===== src/hw/rtl/plsc_pkg.sv =====
// Package with the shared types, constants and register codes of the lid slew controller.
`default_nettype none

package plsc_pkg;

  // Field widths.
  localparam int unsigned DIST_W      = 13;
  localparam int unsigned ANGLE_W     = 8;
  localparam int unsigned ECHO_W      = 16;
  localparam int unsigned TIME_W      = 32;
  localparam int unsigned HOLD_W      = 16;

  // Configuration port.
  localparam int unsigned CFG_IDX_W   = 3;
  localparam int unsigned CFG_DATA_W  = 16;

  // Filter depth default.
  localparam int unsigned FILTER_DEPTH_DEF = 8;

  // Echo to distance conversion: (us * 281) >> 10 gives 1/16 cm.
  localparam int unsigned ECHO_SCALE   = 281;
  localparam int unsigned ECHO_SCALE_W = 9;
  localparam int unsigned ECHO_SHIFT   = 10;
  localparam int unsigned PROD_W       = ECHO_W + ECHO_SCALE_W;
  localparam int unsigned CONV_W       = PROD_W - ECHO_SHIFT;

  // Valid distance window, 2 cm to 400 cm in 1/16 cm.
  localparam int unsigned MIN_DIST = 32;
  localparam int unsigned MAX_DIST = 6400;

  // Register reset values.
  localparam logic [DIST_W-1:0]  ENTRY_RST  = DIST_W'(480);
  localparam logic [DIST_W-1:0]  EXIT_RST   = DIST_W'(640);
  localparam logic [HOLD_W-1:0]  HOLD_RST   = HOLD_W'(3000);
  localparam logic [ANGLE_W-1:0] OPEN_RST   = ANGLE_W'(90);
  localparam logic [ANGLE_W-1:0] CLOSED_RST = ANGLE_W'(0);

  // Register indexes.
  typedef enum logic [CFG_IDX_W-1:0] {
    REG_ENTRY  = 3'd0,
    REG_EXIT   = 3'd1,
    REG_HOLD   = 3'd2,
    REG_OPEN   = 3'd3,
    REG_CLOSED = 3'd4
  } cfg_reg_e;

  // Item opcodes.
  typedef enum logic {
    OP_MEASURE = 1'b0,
    OP_STEP    = 1'b1
  } op_e;

  // Sequencer states.
  typedef enum logic [2:0] {
    ST_IDLE,
    ST_CONV,
    ST_UPD,
    ST_DIV,
    ST_DECIDE,
    ST_STEP,
    ST_FIN
  } state_e;

endpackage

`default_nettype wire


===== src/hw/rtl/plsc_ram.sv =====
// Generic single-write, single-read synchronous RAM with registered read data.
`default_nettype none

module plsc_ram #(
  parameter int unsigned WIDTH = 13,
  parameter int unsigned DEPTH = 8,
  parameter int unsigned ADDR_W = (DEPTH > 1) ? $clog2(DEPTH) : 1
) (
  input  wire logic              clk_i,
  input  wire logic              we_i,
  input  wire logic [ADDR_W-1:0] waddr_i,
  input  wire logic [WIDTH-1:0]  wdata_i,
  input  wire logic [ADDR_W-1:0] raddr_i,
  output logic      [WIDTH-1:0]  rdata_o
);

  logic [WIDTH-1:0] mem_q [DEPTH];

  // Write port and registered read port.
  always_ff @(posedge clk_i) begin
    if (we_i) begin
      mem_q[waddr_i] <= wdata_i;
    end
    rdata_o <= mem_q[raddr_i];
  end

endmodule

`default_nettype wire


===== src/hw/rtl/plsc_div.sv =====
// Bit-serial restoring divider that averages the running sum by the fill count.
`default_nettype none

module plsc_div #(
  parameter int unsigned SUM_W = 17,
  parameter int unsigned CNT_W = 4,
  parameter int unsigned QUO_W = 13
) (
  input  wire logic             clk_i,
  input  wire logic             rst_ni,
  input  wire logic             start_i,
  input  wire logic [SUM_W-1:0] dividend_i,
  input  wire logic [CNT_W-1:0] divisor_i,
  output logic                  done_o,
  output logic      [QUO_W-1:0] quotient_o
);

  localparam int unsigned STEP_W = $clog2(SUM_W + 1);

  logic              busy_q, busy_d;
  logic              done_q, done_d;
  logic [STEP_W-1:0] steps_q, steps_d;
  logic [CNT_W-1:0]  rem_q, rem_d;
  logic [CNT_W-1:0]  dvsr_q, dvsr_d;
  logic [SUM_W-1:0]  quo_q, quo_d;
  logic [CNT_W:0]    rem_sh;
  logic [CNT_W:0]    rem_diff;
  logic              fits;

  // One quotient bit per cycle: shift in the next dividend bit and try to subtract.
  always_comb begin
    rem_sh   = {rem_q, quo_q[SUM_W-1]};
    fits     = (rem_sh >= {1'b0, dvsr_q});
    rem_diff = rem_sh - {1'b0, dvsr_q};
    busy_d   = busy_q;
    done_d   = 1'b0;
    steps_d  = steps_q;
    rem_d    = rem_q;
    dvsr_d   = dvsr_q;
    quo_d    = quo_q;
    if (start_i) begin
      busy_d  = 1'b1;
      steps_d = STEP_W'(SUM_W);
      rem_d   = '0;
      dvsr_d  = divisor_i;
      quo_d   = dividend_i;
    end else if (busy_q) begin
      rem_d   = fits ? rem_diff[CNT_W-1:0] : rem_sh[CNT_W-1:0];
      quo_d   = {quo_q[SUM_W-2:0], fits};
      steps_d = steps_q - STEP_W'(1);
      if (steps_q == STEP_W'(1)) begin
        busy_d = 1'b0;
        done_d = 1'b1;
      end
    end
  end

  // Control state.
  always_ff @(posedge clk_i or negedge rst_ni) begin
    if (!rst_ni) begin
      busy_q  <= 1'b0;
      done_q  <= 1'b0;
      steps_q <= '0;
    end else begin
      busy_q  <= busy_d;
      done_q  <= done_d;
      steps_q <= steps_d;
    end
  end

  // Datapath registers.
  always_ff @(posedge clk_i) begin
    rem_q  <= rem_d;
    dvsr_q <= dvsr_d;
    quo_q  <= quo_d;
  end

  assign done_o     = done_q;
  assign quotient_o = quo_q[QUO_W-1:0];

endmodule

`default_nettype wire


===== src/hw/rtl/proximity_lid_slew_controller_top.sv =====
// Top level of the proximity lid slew controller: sequencer, filter ring, presence and servo.
//
// Each beat on the input is either an echo measurement or a servo step tick, and it produces
// exactly one result beat. Items are handled one at a time. A step tick passes through the
// step and finish states to a valid result. A measurement whose sample is in range passes
// through the convert, update, divide, decide and finish states; the divide state waits for
// the bit-serial divider that produces the average from the SUM_W-bit sum, one quotient bit
// per cycle, where SUM_W is 13 plus the fill count width. A measurement that is rejected
// (timeout or outside 2 to 400 cm) leaves the filter untouched and skips the divide state.
// The sample ring sits in a synchronous RAM that is read and rewritten at the write slot;
// the entry read there is only used once the ring is full, so no clearing pass follows reset.
// The output register lets the next item be accepted while a result waits for the downstream
// side. Configuration writes are always taken and act at once, also on an item in progress.
`default_nettype none

module proximity_lid_slew_controller_top #(
  parameter int unsigned FILTER_DEPTH = plsc_pkg::FILTER_DEPTH_DEF
) (
  input  wire logic                              clk_i,
  input  wire logic                              rst_ni,
  // Input channel.
  input  wire logic                              in_valid_i,
  output logic                                   in_stall_o,
  input  wire logic                              opcode_i,
  input  wire logic [plsc_pkg::ECHO_W-1:0]       echo_us_i,
  input  wire logic [plsc_pkg::TIME_W-1:0]       now_ms_i,
  // Result channel.
  output logic                                   out_valid_o,
  input  wire logic                              out_stall_i,
  output logic      [plsc_pkg::DIST_W-1:0]       raw_distance_o,
  output logic                                   raw_valid_o,
  output logic      [plsc_pkg::DIST_W-1:0]       filtered_distance_o,
  output logic                                   filtered_valid_o,
  output logic                                   present_o,
  output logic      [plsc_pkg::ANGLE_W-1:0]      goal_angle_o,
  output logic      [plsc_pkg::ANGLE_W-1:0]      servo_angle_o,
  output logic                                   angle_moved_o,
  // Configuration write channel.
  input  wire logic                              cfg_valid_i,
  output logic                                   cfg_ready_o,
  input  wire logic [plsc_pkg::CFG_IDX_W-1:0]    cfg_index_i,
  input  wire logic [plsc_pkg::CFG_DATA_W-1:0]   cfg_data_i
);

  import plsc_pkg::*;

  localparam int unsigned CNT_W  = $clog2(FILTER_DEPTH + 1);
  localparam int unsigned SUM_W  = DIST_W + CNT_W;
  localparam int unsigned SLOT_W = (FILTER_DEPTH > 1) ? $clog2(FILTER_DEPTH) : 1;

  // Sequencer.
  state_e state_q, state_d;

  // Configuration registers.
  logic [DIST_W-1:0]  entry_thr_q;
  logic [DIST_W-1:0]  exit_thr_q;
  logic [HOLD_W-1:0]  hold_ms_q;
  logic [ANGLE_W-1:0] open_deg_q;
  logic [ANGLE_W-1:0] closed_deg_q;

  // Captured item.
  logic               opcode_q;
  logic [ECHO_W-1:0]  echo_q;
  logic [TIME_W-1:0]  now_q;

  // Sample conversion.
  logic [PROD_W-1:0]  echo_prod;
  logic [CONV_W-1:0]  conv_dist;
  logic               conv_ok;
  logic [DIST_W-1:0]  raw_q;
  logic               raw_ok_q;

  // Filter state.
  logic [SLOT_W-1:0]  slot_q, slot_d;
  logic [CNT_W-1:0]   fill_q, fill_d;
  logic [SUM_W-1:0]   sum_q, sum_d;
  logic [DIST_W-1:0]  avg_q;
  logic               ring_full;
  logic [DIST_W-1:0]  ring_rdata;

  // Presence and angles.
  logic               present_q, present_d;
  logic [TIME_W-1:0]  last_seen_q;
  logic [TIME_W-1:0]  since_seen;
  logic [ANGLE_W-1:0] target_q;
  logic [ANGLE_W-1:0] current_q;
  logic               moved_q;

  // Sequencer outputs.
  logic               in_accept;
  logic               ram_we;
  logic               div_start;
  logic               div_done;
  logic [DIST_W-1:0]  div_quot;
  logic               out_load;

  assign in_accept   = in_valid_i && !in_stall_o;
  assign cfg_ready_o = 1'b1;

  // Configuration writes; indexes beyond the list are dropped.
  always_ff @(posedge clk_i or negedge rst_ni) begin
    if (!rst_ni) begin
      entry_thr_q  <= ENTRY_RST;
      exit_thr_q   <= EXIT_RST;
      hold_ms_q    <= HOLD_RST;
      open_deg_q   <= OPEN_RST;
      closed_deg_q <= CLOSED_RST;
    end else if (cfg_valid_i && cfg_ready_o) begin
      unique case (cfg_reg_e'(cfg_index_i))
        REG_ENTRY:  entry_thr_q  <= cfg_data_i[DIST_W-1:0];
        REG_EXIT:   exit_thr_q   <= cfg_data_i[DIST_W-1:0];
        REG_HOLD:   hold_ms_q    <= cfg_data_i[HOLD_W-1:0];
        REG_OPEN:   open_deg_q   <= cfg_data_i[ANGLE_W-1:0];
        REG_CLOSED: closed_deg_q <= cfg_data_i[ANGLE_W-1:0];
        default: ;
      endcase
    end
  end

  // Next-state logic.
  always_comb begin
    state_d = state_q;
    unique case (state_q)
      ST_IDLE: begin
        if (in_valid_i) begin
          state_d = (op_e'(opcode_i) == OP_STEP) ? ST_STEP : ST_CONV;
        end
      end
      ST_CONV:   state_d = ST_UPD;
      ST_UPD:    state_d = raw_ok_q ? ST_DIV : ST_DECIDE;
      ST_DIV: begin
        if (div_done) begin
          state_d = ST_DECIDE;
        end
      end
      ST_DECIDE: state_d = ST_FIN;
      ST_STEP:   state_d = ST_FIN;
      ST_FIN: begin
        if (!out_valid_o || !out_stall_i) begin
          state_d = ST_IDLE;
        end
      end
      default:   state_d = ST_IDLE;
    endcase
  end

  // Sequencer outputs.
  always_comb begin
    in_stall_o = (state_q != ST_IDLE);
    ram_we     = (state_q == ST_UPD) && raw_ok_q;
    div_start  = (state_q == ST_UPD) && raw_ok_q;
    out_load   = (state_q == ST_FIN) && (!out_valid_o || !out_stall_i);
  end

  always_ff @(posedge clk_i or negedge rst_ni) begin
    if (!rst_ni) begin
      state_q <= ST_IDLE;
    end else begin
      state_q <= state_d;
    end
  end

  // Capture the accepted item.
  always_ff @(posedge clk_i) begin
    if (in_accept) begin
      opcode_q <= opcode_i;
      echo_q   <= echo_us_i;
      now_q    <= now_ms_i;
    end
  end

  // Echo width to 1/16 cm and the range check.
  always_comb begin
    echo_prod = PROD_W'(echo_q) * PROD_W'(ECHO_SCALE);
    conv_dist = echo_prod[PROD_W-1:ECHO_SHIFT];
    conv_ok   = (echo_q != '0) && (conv_dist >= CONV_W'(MIN_DIST))
                && (conv_dist <= CONV_W'(MAX_DIST));
  end

  always_ff @(posedge clk_i) begin
    if (state_q == ST_CONV) begin
      raw_q    <= conv_ok ? conv_dist[DIST_W-1:0] : '0;
      raw_ok_q <= conv_ok;
    end
  end

  // Ring update: the oldest sample read at the write slot leaves the sum once the ring is full.
  always_comb begin
    ring_full = (fill_q == CNT_W'(FILTER_DEPTH));
    slot_d    = (slot_q == SLOT_W'(FILTER_DEPTH - 1)) ? '0 : slot_q + SLOT_W'(1);
    fill_d    = ring_full ? fill_q : fill_q + CNT_W'(1);
    sum_d     = sum_q - (ring_full ? SUM_W'(ring_rdata) : '0) + SUM_W'(raw_q);
  end

  always_ff @(posedge clk_i or negedge rst_ni) begin
    if (!rst_ni) begin
      slot_q <= '0;
      fill_q <= '0;
      sum_q  <= '0;
      avg_q  <= '0;
    end else begin
      if (ram_we) begin
        slot_q <= slot_d;
        fill_q <= fill_d;
        sum_q  <= sum_d;
      end
      if (div_done) begin
        avg_q <= div_quot;
      end
    end
  end

  plsc_ram #(
    .WIDTH (DIST_W),
    .DEPTH (FILTER_DEPTH)
  ) u_ring (
    .clk_i   (clk_i),
    .we_i    (ram_we),
    .waddr_i (slot_q),
    .wdata_i (raw_q),
    .raddr_i (slot_q),
    .rdata_o (ring_rdata)
  );

  plsc_div #(
    .SUM_W (SUM_W),
    .CNT_W (CNT_W),
    .QUO_W (DIST_W)
  ) u_div (
    .clk_i      (clk_i),
    .rst_ni     (rst_ni),
    .start_i    (div_start),
    .dividend_i (sum_d),
    .divisor_i  (fill_d),
    .done_o     (div_done),
    .quotient_o (div_quot)
  );

  // Hysteresis on the average; an empty filter keeps the flag.
  always_comb begin
    present_d  = present_q;
    since_seen = now_q - last_seen_q;
    if (fill_q != '0) begin
      if (!present_q && (avg_q <= entry_thr_q)) begin
        present_d = 1'b1;
      end else if (present_q && (avg_q > exit_thr_q)) begin
        present_d = 1'b0;
      end
    end
  end

  // Presence, hold timer, target and servo angle.
  always_ff @(posedge clk_i or negedge rst_ni) begin
    if (!rst_ni) begin
      present_q   <= 1'b0;
      last_seen_q <= '0;
      target_q    <= CLOSED_RST;
      current_q   <= CLOSED_RST;
      moved_q     <= 1'b0;
    end else begin
      if (in_accept) begin
        moved_q <= 1'b0;
      end
      if (state_q == ST_DECIDE) begin
        present_q <= present_d;
        if (present_d) begin
          last_seen_q <= now_q;
          target_q    <= open_deg_q;
        end else if (since_seen >= TIME_W'(hold_ms_q)) begin
          target_q <= closed_deg_q;
        end
      end
      if (state_q == ST_STEP) begin
        if (current_q < target_q) begin
          current_q <= current_q + ANGLE_W'(1);
          moved_q   <= 1'b1;
        end else if (current_q > target_q) begin
          current_q <= current_q - ANGLE_W'(1);
          moved_q   <= 1'b1;
        end
      end
    end
  end

  // Output register: holds a result beat until the downstream side takes it.
  always_ff @(posedge clk_i or negedge rst_ni) begin
    if (!rst_ni) begin
      out_valid_o <= 1'b0;
    end else if (out_load) begin
      out_valid_o <= 1'b1;
    end else if (!out_stall_i) begin
      out_valid_o <= 1'b0;
    end
  end

  always_ff @(posedge clk_i) begin
    if (out_load) begin
      raw_distance_o      <= (op_e'(opcode_q) == OP_STEP) ? '0 : raw_q;
      raw_valid_o         <= (op_e'(opcode_q) == OP_MEASURE) && raw_ok_q;
      filtered_distance_o <= avg_q;
      filtered_valid_o    <= (fill_q != '0);
      present_o           <= present_q;
      goal_angle_o        <= target_q;
      servo_angle_o       <= current_q;
      angle_moved_o       <= moved_q;
    end
  end

  // The ring never holds more samples than it has entries.
  assert property (@(posedge clk_i) disable iff (!rst_ni)
    fill_q <= CNT_W'(FILTER_DEPTH))
    else $error("fill count exceeds the filter depth");

  // The divider only finishes while the sequencer waits for it.
  assert property (@(posedge clk_i) disable iff (!rst_ni)
    div_done |-> (state_q == ST_DIV))
    else $error("divider finished outside the divide state");

  // A result from a valid sample never reports servo motion.
  assert property (@(posedge clk_i) disable iff (!rst_ni)
    (out_valid_o && raw_valid_o) |-> !angle_moved_o)
    else $error("measurement result reports servo motion");

  // An empty filter reports a zero average.
  assert property (@(posedge clk_i) disable iff (!rst_ni)
    (out_valid_o && !filtered_valid_o) |-> (filtered_distance_o == '0))
    else $error("empty filter reports a nonzero average");

endmodule

`default_nettype wire

===== config.mk =====
export PLATFORM = sky130hd
export DESIGN_NAME = proximity_lid_slew_controller_top
export DESIGN_NICKNAME = d
export VERILOG_FILES = /design/src/hw/rtl/plsc_pkg.sv /design/src/hw/rtl/plsc_ram.sv /design/src/hw/rtl/plsc_div.sv /design/src/hw/rtl/proximity_lid_slew_controller_top.sv
export SDC_FILE = /design/constraint.sdc
export NUM_CORES = 1
export LEC_CHECK = 0
export ABC_AREA = 1
export BUFFER_PORTS_ARGS = -buffer_cell sky130_fd_sc_hd__buf_2
export CAP_MARGIN = 40
export CORE_ASPECT_RATIO = 1.2
export CORE_UTILIZATION = 40
export DETAILED_ROUTE_END_ITERATION = 12
export PLACE_DENSITY_LB_ADDON = 0.12
export SYNTH_ARGS = -nofsm -noshare
export SYNTH_HDL_FRONTEND = slang
export SYNTH_SLANG_ARGS = --single-unit

===== constraint.sdc =====
create_clock -name clk_i -period 4.1 [get_ports clk_i]
set_input_delay 0.41 -clock clk_i [delete_from_list [all_inputs] [get_ports clk_i]]
set_output_delay 0.41 -clock clk_i [all_outputs]
set_load 0.01 [all_outputs]

; Word-level counts from Yosys, hierarchy flattened
; Memories as Yosys holds them, arrays and structs flattened. A register that Yosys moved wholly into a read port is not among the register bits.
; Cells that the tools add are included.
[classes]
bitwise_logic = 1
order_cmp = 8
eq_ne = 17
multipliers = 1
n_reduce_logical = 31
add_sub_neg = 9
n_mux = 35
[op_table]
columns = operator, n
row1 = 17-bit 2-to-1 mux, 2
row2 = 32-bit by 16-bit >= comparator with 1-bit output, 1
row3 = 8-bit 2-to-1 mux, 4
row4 = 32-bit subtractor, 1
row5 = "16-bit by 9-bit multiplier with 25-bit output, second input constant", 1
row6 = 3-bit 2-to-1 mux, 6
row7 = 3-bit case mux with 6 select lines, 1
row8 = 17-bit by 13-bit adder with 17-bit output, 1
row9 = 1-bit 2-to-1 mux, 17
row10 = 17-bit by 13-bit subtractor with 17-bit output, 1
row11 = 2-bit AND reduction, 8
row12 = 16-bit nonzero test, 1
row13 = "3-bit == test, second input constant", 5
row14 = "15-bit by 6-bit >= comparator with 1-bit output, second input constant", 1
row15 = "15-bit by 13-bit <= comparator with 1-bit output, second input constant", 1
row16 = 13-bit greater-than comparator, 1
row17 = 13-bit <= comparator, 1
row18 = 13-bit 2-to-1 mux, 1
row19 = "3-bit by 2-bit == test with 1-bit output, second input constant", 4
row20 = 5-bit 2-to-1 mux, 2
row21 = "8-bit by 1-bit adder with 8-bit output, second input constant", 1
row22 = 8-bit greater-than comparator, 1
row23 = 1-bit logical AND, 8
row24 = 8-bit < comparator, 1
row25 = 21 further kinds, 31
[word_totals]
output_inout_bits = 49
inputBits = 73
n_memories = 1
elab_cells = 138
ff_bits = 290
ram_bits = 104
[memory_table]
columns = name, depth, word_bits, rd, rd_clocked_by_memory_dff, write_ports, line_no
row1 = u_ring.mem_q, 8, 13, 1, 1, 1, plsc_ram.sv:17  ; logic [WIDTH-1:0] mem_q [DEPTH];

; Logic depth before layout (Yosys ltp)
; Gate-level depths: netlist of the first run.
[logic_depth]
ltp_word = 7
depth_mapped = 27
ltp_nobuf = 27

; By module
; A second synthesis of the first run with hierarchy kept.
[hier_totals]
hier_cells = 2625
area_unflattened_um2 = 23248.5
[by_module_without_submodules]
columns = module, n_inst, cells_per_inst, seq_area_each_um2, area_each_um2
row1 = proximity_lid_slew_controller_top, 1, 1971, 7023.0, 16742.3
row2 = plsc_ram, 1, 480, 3383.2, 4892.2
row3 = plsc_div, 1, 174, 885.8, 1614.0

; Worst setup path after synthesis of the first run
; No wires, ideal clock.
[synth_timing]
path_kind = reg-to-reg
from = register echo_q[6]
to = register raw_q[4], data pin
stages_incl_launch_ff = 23
t_required_ns = 3.841
slack_ns = 0.106
setup_ns = 0.259
n_path_buf = 1
arrival_time_ns = 3.736
period_less_slack_ns = 3.994
cell_sequence = edfxtp_1 inv_1 ha_1 ha_1 fa_1 inv_1 fa_1 inv_1 ha_1 nand2_1 o21a_1 nand2_2 nand2_1 nand2_1 nand2_1 nand2_1 nand2_1 nand2_1 nand2_1 nand3b_1 nand3_2 buf_2 nor2_1
[synth_between]
elab_chain_len = 4
elab_cells_between_ends = 6
cone_classes = mul (1) / order compare (2) / reduce/logical (3)
[synth_lines]
columns = item, line_no
row1 = "start, declared", proximity_lid_slew_controller_top.sv:63  ; logic [ECHO_W-1:0] echo_q;
row2 = "start signal, assigned", proximity_lid_slew_controller_top.sv:167  ; echo_q <= echo_us_i;
row3 = 16-bit by 9-bit multiplier with 25-bit output, proximity_lid_slew_controller_top.sv:174  ; echo_prod = PROD_W'(echo_q) * PROD_W'(ECHO_SCALE);
row4 = 15-bit by 6-bit >= comparator with 1-bit output, proximity_lid_slew_controller_top.sv:176  ; conv_ok = (echo_q != '0) && (conv_dist >= CONV_W'(MIN_DIST))
row5 = 1-bit logical AND, proximity_lid_slew_controller_top.sv:176
row6 = 1-bit logical AND, proximity_lid_slew_controller_top.sv:177  ; && (conv_dist <= CONV_W'(MAX_DIST));
row7 = "end signal, assigned", proximity_lid_slew_controller_top.sv:182  ; raw_q <= conv_ok ? conv_dist[DIST_W-1:0] : '0;
row8 = "end, declared", proximity_lid_slew_controller_top.sv:70  ; logic [DIST_W-1:0] raw_q;
; Several ways; a longest one is shown, not always the timed one.
; A chain may end at the register's enable or synchronous reset.

; Final worst setup path of the first run
[layout_timing]
from = register echo_q[6]
to = register raw_q[6], data pin
; The elaborated chain is that of the path after synthesis.

==> out/metrics.cfg, run 1 <==
[worst_setup_path]
crit_type = flop to flop
endpoint_kind = flop
worst_ep_required_time_ns = 4.42
start_kind = flop
path_max_fanout = 7
cp.arrival_ns = 4.39

[clock_tree]
root_buffer = clkbuf_16
cts_tree = built
clk_latency_ns = 0.58
cts_buffer_depth = 3
htree_levels = 2
cts_buffers = 44
clk_pin_slew_worst_paths_ns = 0.06
cts_sinks = 407

[floorplan]
dieArea_um2 = 56300
io_pins = 122
core_um2 = 54700
die_w_um = 217
core.rowCount = 94
die_h_um = 260
initial_utilization_pct = 40.5

[flow_run]
drv_cap = 0

[global_route]
antenna_found_initial = 1
grt_pass1_vias = 16092
grt_start_max_net_pins = 152
grt_pass1_wl_um = 82400
grt_usage_pct = 18.4
grt_overflow = 0

[final_layout]
ff_latch_area_um2 = 11300
num_antenna_cells = 0
final_nets = 2909
syn2layout_area_growth_pct = 20.5
finish.utilization_pct = 48.8
multi_input_area_um2 = 9640
instances_no_fill = 3364
fillers = 5113
final_layout_size_suffix_gt1_share_pct = 16.8
postLayoutCellArea_um2 = 26700

[timing]
finalCriticalPeriod_ns = 4.08
slew_headroom_pct = 38.4
hold_viol = 0
tightest_slew_ns = 0.925
slew_viol_final = 0
timing.final.crit_share_pct = 99.4
grt_setup_unrepaired = true
setup-violations-final = 0
max_clock_freq_mhz = 245
finalClockSkew_ns = 0.0238

[logic_synthesis]
post_synth_num_cell_types = 53
synth_edf_count = 234
synthesis.area_um2 = 22100
yosys.area.top_type = edfxtp_1
syn-instance-count = 2341
synthTopCellsByCount = nand2_1 (509), inv_1 (397), edfxtp_1 (234), ha_1 (189), nor2_1 (186)
synth_area_leaders = edfxtp_1 (32%), dfrtp_1 (16%), ha_1 (11%)
syn_nets = 2641
synth-seq-area-share_pct = 51.0
synthArstFlopShare_pct = 38.3
yosys_warnings = 0
yosysMostFrequentCell = nand2_1
synth_top_area_share_pct = 31.8
yosys_register_bits = 407
synth.avg_cell_area_um2 = 9.45
synth_ff_type = edfxtp_1

[route]
routed_wirelength_um = 51000
viasPerCell = 4.76
detail-route-antenna-nets = 0
drt_iter0_markers = 814
vias = 16013
firstDrtPassIters = 5
drcViolationCount = 0
wl_per_cell_um = 15.2

[pwr]
leakage_nw = 12.3
power.density_nw_per_um2 = 332
ir_drop_v = 0.000450

[placement]
postPlaceCellArea_um2 = 24100
place_hpwl_um = 37800
port_buffers = 120
place.gp.congestion = 0.866
post-place-cells = 3217

[status]
status = complete, no violations

[hold_path]
hold_path.class = primary input to flop

[power by group]
part | leakage [nW] | internal [mW] | total (mW) | switching (mW)
clock | 0.699 | 2.32 | 3.96 | 1.64
sequential | 4.27 | 4.44 | 4.49 | 0.0597
combinational | 7.30 | 0.174 | 0.406 | 0.232
[final cells by class]
class	count	share of cell area, %
Inverter	412	5.80
Sequential cell	407	42.3
Clock buffer	68	4.85
Tap cell	720	3.38
Multi-Input combinational cell	1483	36.1
Clock inverter	13	0.601
Timing Repair Buffer	261	6.89
[timing repair]
item / CTS / global route
setup buffers: 2 / 15
pin swaps: 11 / 41
endpoints found under the setup margin: 14 / 32
cloned: 1 / 0
resized for setup: 28 / 81
hold endpoints to repair: 52 / 0
hold buffers: 48 / 0
[placed cells by master (no fill, tap or decap), drive strengths merged, types with 38 or more instances in the layout]
| cell type | Yosys | layout |
|---|---|---|
| o21ai | 137 | 137 |
| dlygate4sd3 | 0 | 48 |
| nor2 | 197 | 197 |
| ha | 189 | 189 |
| clkbuf | 32 | 68 |
| nand2 | 524 | 524 |
| buf | 8 | 213 |
| edfxtp | 234 | 234 |
| a21oi | 133 | 133 |
| dfrtp | 139 | 139 |
| inv | 410 | 413 |
| nand3 | 78 | 79 |
| fa | 38 | 38 |
[registers in the layout, summed over array words and instances (netlist names), 16 cells and up]
signal	flops
sum_q	17
last_seen_q	32
echo_q	16
now_q	32
hold_ms_q	16
u_div.quo_q	17
u_ring.mem_q	104
[logic make-up (layout without fill, tap and decap cells)]
| logic type | count (synthesis) | after routing | synth area share (%) |
|---|---|---|---|
| AOI/OAI and AO/OA | 338 | 338 | 8.58 |
| xor gates and xnor gates | 37 | 37 | 1.46 |
| adders and majority gates | 227 | 227 | 14.1 |
| buffers and inverters | 452 | 754 | 7.73 |
| DFF | 407 | 407 | 51.0 |
| muxes | 13 | 13 | 0.662 |
| other | 1 | 1 | 0.0170 |
| and+or+nand+nor | 866 | 867 | 16.4 |
[routing by layer]
layer,part of all wire [%],GRT usage (%)
met5,0,0
met4,2.9,6.03
met3,3.4,2.63
met2,49,32.2
met1,45,23.4
[final timing paths]
kind	start	endpoint	slack [ns]	cells past startpoint
worst max-delay path	echo_q[6]	raw_q[6]	0.02	19
worst min-delay path	now_ms_i[5]	now_q[5]	0.04	1
worst max register to register	echo_q[6]	raw_q[6]	0.02	19
worst min register to register	moved_q	angle_moved_o	0.45	0
max in group asynchronous	rst_ni	last_seen_q[20]	2.85	3
min in group asynchronous	rst_ni	sum_q[6]	0.19	2
[critical path: stages, from the launching register on]
cell and delay, ns:
edfxtp_1 0.49, buf_6 0.17, ha_2 0.19, ha_4 0.23, fa_1 0.48, inv_1 0.05
fa_1 0.49, inv_2 0.05, ha_4 0.24, a21o_1 0.22, a31oi_2 0.20, nand2_2 0.11
nand2_1 0.10, nand2_1 0.05, nand2_1 0.05, nand2_1 0.08, nor2_2 0.14, nand3b_1 0.20
nand3_4 0.22, nor2_1 0.06
[per-stage QoR]
stage               hold WS [ns]  power (mW)  setup TNS [ns]  worst slack [ns]
floorplan                  0.114        4.79               0             0.106
global placement           0.212        4.93           -1.74            -0.128
detailed placement         0.211        4.95           -1.85            -0.169
CTS                      0.00303        9.01               0           0.00347
global route              0.0153        9.22           -1.51            -0.147
finish                    0.0396        8.86               0            0.0230
Power figures use the tool's default switching activity.
==> inputs of run 2 (changes only) <==
--- a/config.mk
+++ b/config.mk
@@ -6,11 +6,11 @@
 export NUM_CORES = 1
 export LEC_CHECK = 0
 export ABC_AREA = 1
-export BUFFER_PORTS_ARGS = -buffer_cell sky130_fd_sc_hd__buf_2
 export CAP_MARGIN = 40
 export CORE_ASPECT_RATIO = 1.2
 export CORE_UTILIZATION = 40
 export DETAILED_ROUTE_END_ITERATION = 12
+export DONT_BUFFER_PORTS = 1
 export PLACE_DENSITY_LB_ADDON = 0.12
 export SYNTH_ARGS = -nofsm -noshare
 export SYNTH_HDL_FRONTEND = slang
==> out/metrics.cfg, run 2 (synthesized netlist as in run 1, its figures left out) <==
[placement]
port_buffers = 0  ; -100%
pre_cts_slack_ns = -0.167  ; +0.00176 ns
place.gp.congestion = 0.851  ; -1.7%
place_hpwl_um = 38300  ; +1.4%

[global_route]
use_met3_pct = 2.76  ; +0.13 points
grt_overflow = 0  ; unchanged
grt_pass1_wl_um = 83000  ; +0.65%
met2_usage_pct = 32.6  ; +0.38 points
grtUsageMet1_pct = 23.2  ; -0.23 points
grt_usage_pct = 18.5  ; +0.056 points
grt_pass1_vias = 16089  ; -0.019%
grt_start_max_net_pins = 157  ; +3.3%
grt.busiest_layer = met2
antenna_found_initial = 2  ; +1

[route]
drcViolationCount = 0  ; unchanged
firstDrtPassIters = 5  ; unchanged
vias = 15764  ; -1.6%
detail-route-antenna-nets = 0  ; unchanged
viasPerCell = 4.84  ; +1.6%
routed_wirelength_um = 51000  ; about the same
wl_per_cell_um = 15.6  ; +3.1%
drt_iter0_markers = 863  ; +6.0%

[timing]
finalClockSkew_ns = 0.0175  ; -0.00625 ns
tightest_slew_ns = 1.01  ; +0.0874 ns
setup-violations-final = 0  ; unchanged
layout_setup_ws_ns = 0.00403  ; -0.0190 ns
hold_ws_ns = 0.0462  ; +0.00668 ns
timing.final.crit_share_pct = 99.9  ; +0.46 points
hold_viol = 0  ; unchanged
finalCriticalPeriod_ns = 4.10  ; +0.0190 ns
slew_headroom_pct = 32.5  ; -5.8 points
max_clock_freq_mhz = 244  ; -0.46%
finalSetupTns_ns = 0  ; unchanged
slew_viol_final = 0  ; unchanged
grt_setup_unrepaired = true

[pwr]
total_power_mw = 8.73  ; -1.5%
ir_drop_v = 0.000307  ; -32%
leakage_nw = 11.9  ; -3.0%
power.density_nw_per_um2 = 334  ; +0.51%

[clock_tree]
clk_pin_slew_worst_paths_ns = 0.06  ; about the same
cts_tree = built
clk_latency_ns = 0.59  ; about the same
cts_buffer_depth = 3  ; unchanged
cts_buffers = 43  ; -2.3%
cts_sinks = 407  ; unchanged
root_buffer = clkbuf_16
htree_levels = 2  ; unchanged

[worst_setup_path]
cp.arrival_ns = 4.43  ; +0.04 ns
r2r_setup_slack_ns = 0.004  ; -0.02 ns
crit_type = flop to flop
start_kind = flop
endpoint_kind = flop
worst_ep_required_time_ns = 4.43  ; about the same
worstReg2RegStart = echo_q[9]
r2r-end = raw_q[6]
path_max_fanout = 7  ; unchanged
ff2ff_path_depth = 20  ; +1

[floorplan]
die_h_um = 260  ; unchanged
core_um2 = 54700  ; unchanged
io_pins = 122  ; unchanged
initial_utilization_pct = 40.5  ; unchanged
die_w_um = 217  ; unchanged
core.rowCount = 94  ; unchanged
dieArea_um2 = 56300  ; unchanged

[final_layout]
reg.largest.list = u_ring.mem_q x104, last_seen_q x32, now_q x32
mostFrequentLayoutCells = nand2_1 (488), inv_1 (392), edfxtp_1 (234)
largest_reg_flops = 104  ; unchanged
top_register = u_ring.mem_q
final_nets = 2802  ; -3.7%
syn2layout_area_growth_pct = 18.1
final_common_cell = nand2_1
final_layout_size_suffix_gt1_share_pct = 13.1  ; -3.7 points

[hold_path]
hold_depth = 2  ; +1
hold_path.class = primary input to flop
hold_path.startpoint = opcode_i
hold-path-endpoint = state_q[2]

[flow_run]
drv_cap = 0  ; unchanged

[status]
status = complete, no violations

[run 2: cell count changes in the layout (fill, tap and decap cells not counted), moves of 4 or more]
cell           previous run  this run
buf_2                   119         0
clkinv_2                  2        10
clkbuf_1                 15         6
dlygate4sd3_1            48        57
nand2_1                 492       488
nand2_2                  26        32
clkinv_1                  4         9
clkbuf_8                  8         3
[run 2: worst max-delay path by stage]
stage,startpoint,slack (ns),end,depth (start not counted)
floorplan,echo_q[6],0.11,raw_q[4],22
global placement,echo_q[11],-0.08,raw_q[5],17
detailed placement,echo_q[11],-0.17,raw_q[0],18
CTS,echo_q[12],0.00009,raw_ok_q,19
global route,echo_q[9],-0.19,raw_q[3],20
finish,echo_q[9],0.004,raw_q[6],20
[run 2: critical path, stage by stage, from the launching register on]
cell and delay (ns):
edfxtp_1 0.45, buf_4 0.17, buf_4 0.12, buf_4 0.13
ha_1 0.27, inv_1 0.05, fa_1 0.52, inv_1 0.04
ha_1 0.29, ha_1 0.39, a21oi_1 0.11, o21ai_0 0.35
a21oi_2 0.07, nand2_1 0.08, nand2_1 0.05, nand2_2 0.08
nand2_2 0.08, nor2_4 0.10, nand3b_1 0.21, nand3_4 0.23
nor2_1 0.06
[run 2: stage by stage]
stage | instances | util, % | cell area, um^2
2_1_floorplan | 2341 | - | 22100
3_3_place_gp | 3097 | 42.9 | 23500
3_5_place_dp | 3099 | 42.9 | 23500
4_1_cts | 3246 | 47.2 | 25800
5_1_grt | 3259 | 47.8 | 26100
6_report | 3259 | 47.8 | 26100
[run 2: layout make-up]
| cell class | count | area, um^2 |
|---|---|---|
| flip-flops and latches | 407 | 11300 |
| fillers | 5201 | 28600 |
| clock buffers | 52 | 1140 |
| inverters | 412 | 1550 |
| repair buffers | 155 | 1360 |
| multi-input cells | 1483 | 9640 |
| well taps | 720 | 901 |
| clock inverters | 28 | 255 |
| diodes | 2 | 5.00 |
[run 2: per-layer routing]
layer | routed length [um] | up-vias
li1 | - | 8004
met1 | 22700 | 7434
met2 | 25100 | 252
met3 | 1800 | 74
met4 | 1390 | 0
met5 | 0 | -
[run 2: timing repair]
| item | in CTS | in global routing |
|---|---|---|
| pin swaps | 24 | 35 |
| gates resized for setup | 42 | 67 |
| setup endpoints to repair | 14 | 30 |
| hold buffers | 58 | 0 |
| hold endpoints to repair | 217 | 0 |
| setup buffers | 8 | 11 |
| gates cloned | 1 | 0 |
[run 2: report_power, final]
group          internal, mW  total, mW  leakage (nW)  switching [mW]
Sequential             4.43       4.49          4.27          0.0576
Clock                  2.20       3.86         0.685            1.66
Combinational         0.157      0.380          6.95           0.223
==> inputs of run 3 (changes only) <==
--- a/config.mk
+++ b/config.mk
@@ -9,9 +9,11 @@
 export CAP_MARGIN = 40
 export CORE_ASPECT_RATIO = 1.2
 export CORE_UTILIZATION = 40
+export CTS_BUF_LIST = sky130_fd_sc_hd__clkbuf_16
 export DETAILED_ROUTE_END_ITERATION = 12
 export DONT_BUFFER_PORTS = 1
 export PLACE_DENSITY_LB_ADDON = 0.12
 export SYNTH_ARGS = -nofsm -noshare
 export SYNTH_HDL_FRONTEND = slang
 export SYNTH_SLANG_ARGS = --single-unit
+export TNS_END_PERCENT = 50
==> out/metrics.cfg, run 3 (synthesized netlist as in run 1, its figures left out) <==
[route]
routed_wirelength_um = 51000  ; about the same
wl_per_cell_um = 15.6  ; about the same
vias = 15763  ; -0.0063%
viasPerCell = 4.84  ; about the same
detail-route-antenna-nets = 0  ; unchanged
drt_iter0_markers = 841  ; -2.5%
drcViolationCount = 0  ; unchanged
firstDrtPassIters = 5  ; unchanged

[final_layout]
fillers = 5203  ; +0.038%
mostFrequentLayoutCells = nand2_1 (488), inv_1 (398), edfxtp_1 (234)
final_common_cell = nand2_1
final_layout_size_suffix_gt1_share_pct = 13.0  ; -0.16 points
syn2layout_area_growth_pct = 18.0
reg.largest.list = u_ring.mem_q x104, last_seen_q x32, now_q x32
largest_reg_flops = 104  ; unchanged
top_register = u_ring.mem_q
finish.utilization_pct = 47.7  ; -0.062 points
final_nets = 2802  ; unchanged

[worst_setup_path]
cp.arrival_ns = 4.42  ; about the same
cp_slowest_cell = fa_1
worst_ep_required_time_ns = 4.43  ; about the same
slowest_delay_ns = 0.52  ; about the same
path_buf_inv = 5  ; unchanged
endpoint_kind = flop
r2r-end = raw_q[6]
path_max_fanout = 7  ; unchanged
path_cells = buf_4, buf_4, buf_4, ha_1, inv_1, fa_1, inv_1, ha_1, ha_1, a21oi_1, o21ai_0, a21oi_2, nand2_1, nand2_1, nand2_2, nand2_2, nor2_4, nand3b_1, nand3_4, nor2_1
r2r_setup_slack_ns = 0.004  ; about the same
crit_type = flop to flop
worstReg2RegStart = echo_q[9]
start_kind = flop
ff2ff_path_depth = 20  ; unchanged
critPathTopFamily = adder cells

[pwr]
power_frac_seq_pct = 51.9  ; +0.4 points
power.switching_mw = 1.93  ; -0.33%
clkPwrFrac_pct = 43.7  ; -0.5 points
leakage_nw = 11.9  ; about the same
power_frac_comb_pct = 4.4  ; about the same
ir_drop_v = 0.000307  ; -0.17%
power.density_nw_per_um2 = 331  ; -0.76%
internal-power_mw = 6.72  ; -1.1%
swShare_pct = 22.4  ; +0.13 points

[timing]
timing.final.crit_share_pct = 99.9  ; about the same
max_clock_freq_mhz = 244  ; about the same
finalCriticalPeriod_ns = 4.10  ; +0.000504 ns
slew_headroom_pct = 34.0  ; +1.4 points
finalClockSkew_ns = 0.0205  ; +0.00299 ns
hold_ws_ns = 0.0482  ; +0.00201 ns
tightest_slew_ns = 0.991  ; -0.0214 ns
layout_setup_ws_ns = 0.00352  ; -0.000504 ns
slew_viol_final = 0  ; unchanged
hold_viol = 0  ; unchanged
setup-violations-final = 0  ; unchanged
grt_setup_unrepaired = true

[hold_path]
hold_path.class = primary input to flop
hold_path.startpoint = opcode_i
hold_depth = 2  ; unchanged
hold-path-endpoint = state_q[2]

[clock_tree]
clk_latency_ns = 0.58  ; about the same
htree_levels = 2  ; unchanged
root_buffer = clkbuf_16
cts_buffer_depth = 3  ; unchanged
cts_sinks = 407  ; unchanged
clk_pin_slew_worst_paths_ns = 0.06  ; about the same
cts_buffers = 43  ; unchanged
cts_tree = built

[placement]
port_buffers = 0  ; unchanged
place_hpwl_um = 38300  ; unchanged
place.gp.congestion = 0.851  ; unchanged
pre_cts_slack_ns = -0.167  ; unchanged

[floorplan]
die_h_um = 260  ; unchanged
core.rowCount = 94  ; unchanged
core_um2 = 54700  ; unchanged
die_w_um = 217  ; unchanged
io_pins = 122  ; unchanged
dieArea_um2 = 56300  ; unchanged
initial_utilization_pct = 40.5  ; unchanged

[global_route]
antenna_found_initial = 2  ; unchanged
grt_overflow = 0  ; unchanged
grt_pass1_wl_um = 83000  ; about the same
grt_pass1_vias = 16084  ; -0.031%
grt_usage_pct = 18.5  ; about the same
grt_start_max_net_pins = 157  ; unchanged

[flow_run]
drv_cap = 0  ; unchanged

[status]
status = complete, no violations

[run 3: cell types whose count changed in the layout (fill, tap and decap cells not counted), sizes merged]
cell    delta
inv        +6
clkbuf     -9
clkinv     +3
[run 3: worst max path at each step]
stage | from | endpoint | cells past startpoint
after global routing | echo_q[9] | raw_q[3] | 20
after CTS | echo_q[12] | raw_ok_q | 19
final | echo_q[9] | raw_q[6] | 20
after detailed placement | echo_q[11] | raw_q[0] | 18
after floorplan | echo_q[6] | raw_q[4] | 22
after global placement | echo_q[11] | raw_q[5] | 17
[run 3: final cells by class]
| type | instances | area [um^2] | share of cell area (%) |
|---|---|---|---|
| tap | 720 | 901 | 3.45 |
| clock inverter | 37 | 289 | 1.11 |
| inverter | 412 | 1550 | 5.93 |
| clock buffer | 43 | 1080 | 4.12 |
| timing repair buffer | 155 | 1360 | 5.20 |
| sequential | 407 | 11300 | 43.3 |
| antenna | 2 | 5.00 | 0.0192 |
| multi-input combinational | 1483 | 9630 | 36.9 |
[run 3: worst reg2reg max path, cell delays in order (launching register included)]
cell	delay, ns
edfxtp_1	0.45
buf_4	0.18
buf_4	0.13
buf_4	0.13
ha_1	0.27
inv_1	0.05
fa_1	0.52
inv_1	0.04
ha_1	0.29
ha_1	0.39
a21oi_1	0.11
o21ai_0	0.35
a21oi_2	0.07
nand2_1	0.08
nand2_1	0.05
nand2_2	0.08
nand2_2	0.08
nor2_4	0.10
nand3b_1	0.21
nand3_4	0.23
nor2_1	0.06
[run 3: repair_timing]
action,in CTS,in global routing
gates cloned,1,0
hold buffers,58,0
endpoints found under the setup margin,14,30
pin swaps,24,34
buffers inserted,8,11
endpoints found under the hold margin,216,0
gates resized for setup,42,65
[run 3: routing by layer]
metal | vias to the layer above | global-route usage, % | part of all wire, %
met2 | 252 | 32.5 | 49
met4 | 0 | 5.83 | 2.6
li1 | 8008 | - | -
met5 | - | 0 | 0
met3 | 73 | 2.78 | 3.6
met1 | 7430 | 23.2 | 44
[run 3: power groups by stage]
stage               clock (mW)  sequential [mW]  combinational (mW)
floorplan                    0             4.56               0.235
global placement             0             4.57               0.289
detailed placement           0             4.57               0.302
CTS                       3.91             4.49               0.386
global route              4.06             4.50               0.452
finish                    3.78             4.49               0.380
[run 3: metrics by stage]
stage / power (mW) / TNS [ns] / cells / instance area (um^2)
global placement: 4.86 / -1.10 / 3097 / 23500
detailed placement: 4.87 / -1.92 / 3099 / 23500
CTS: 8.79 / 0 / 3246 / 25800
floorplan: 4.79 / 0 / 2341 / 22100
finish: 8.65 / 0 / 3259 / 26100
global route: 9.02 / -2.14 / 3259 / 26100
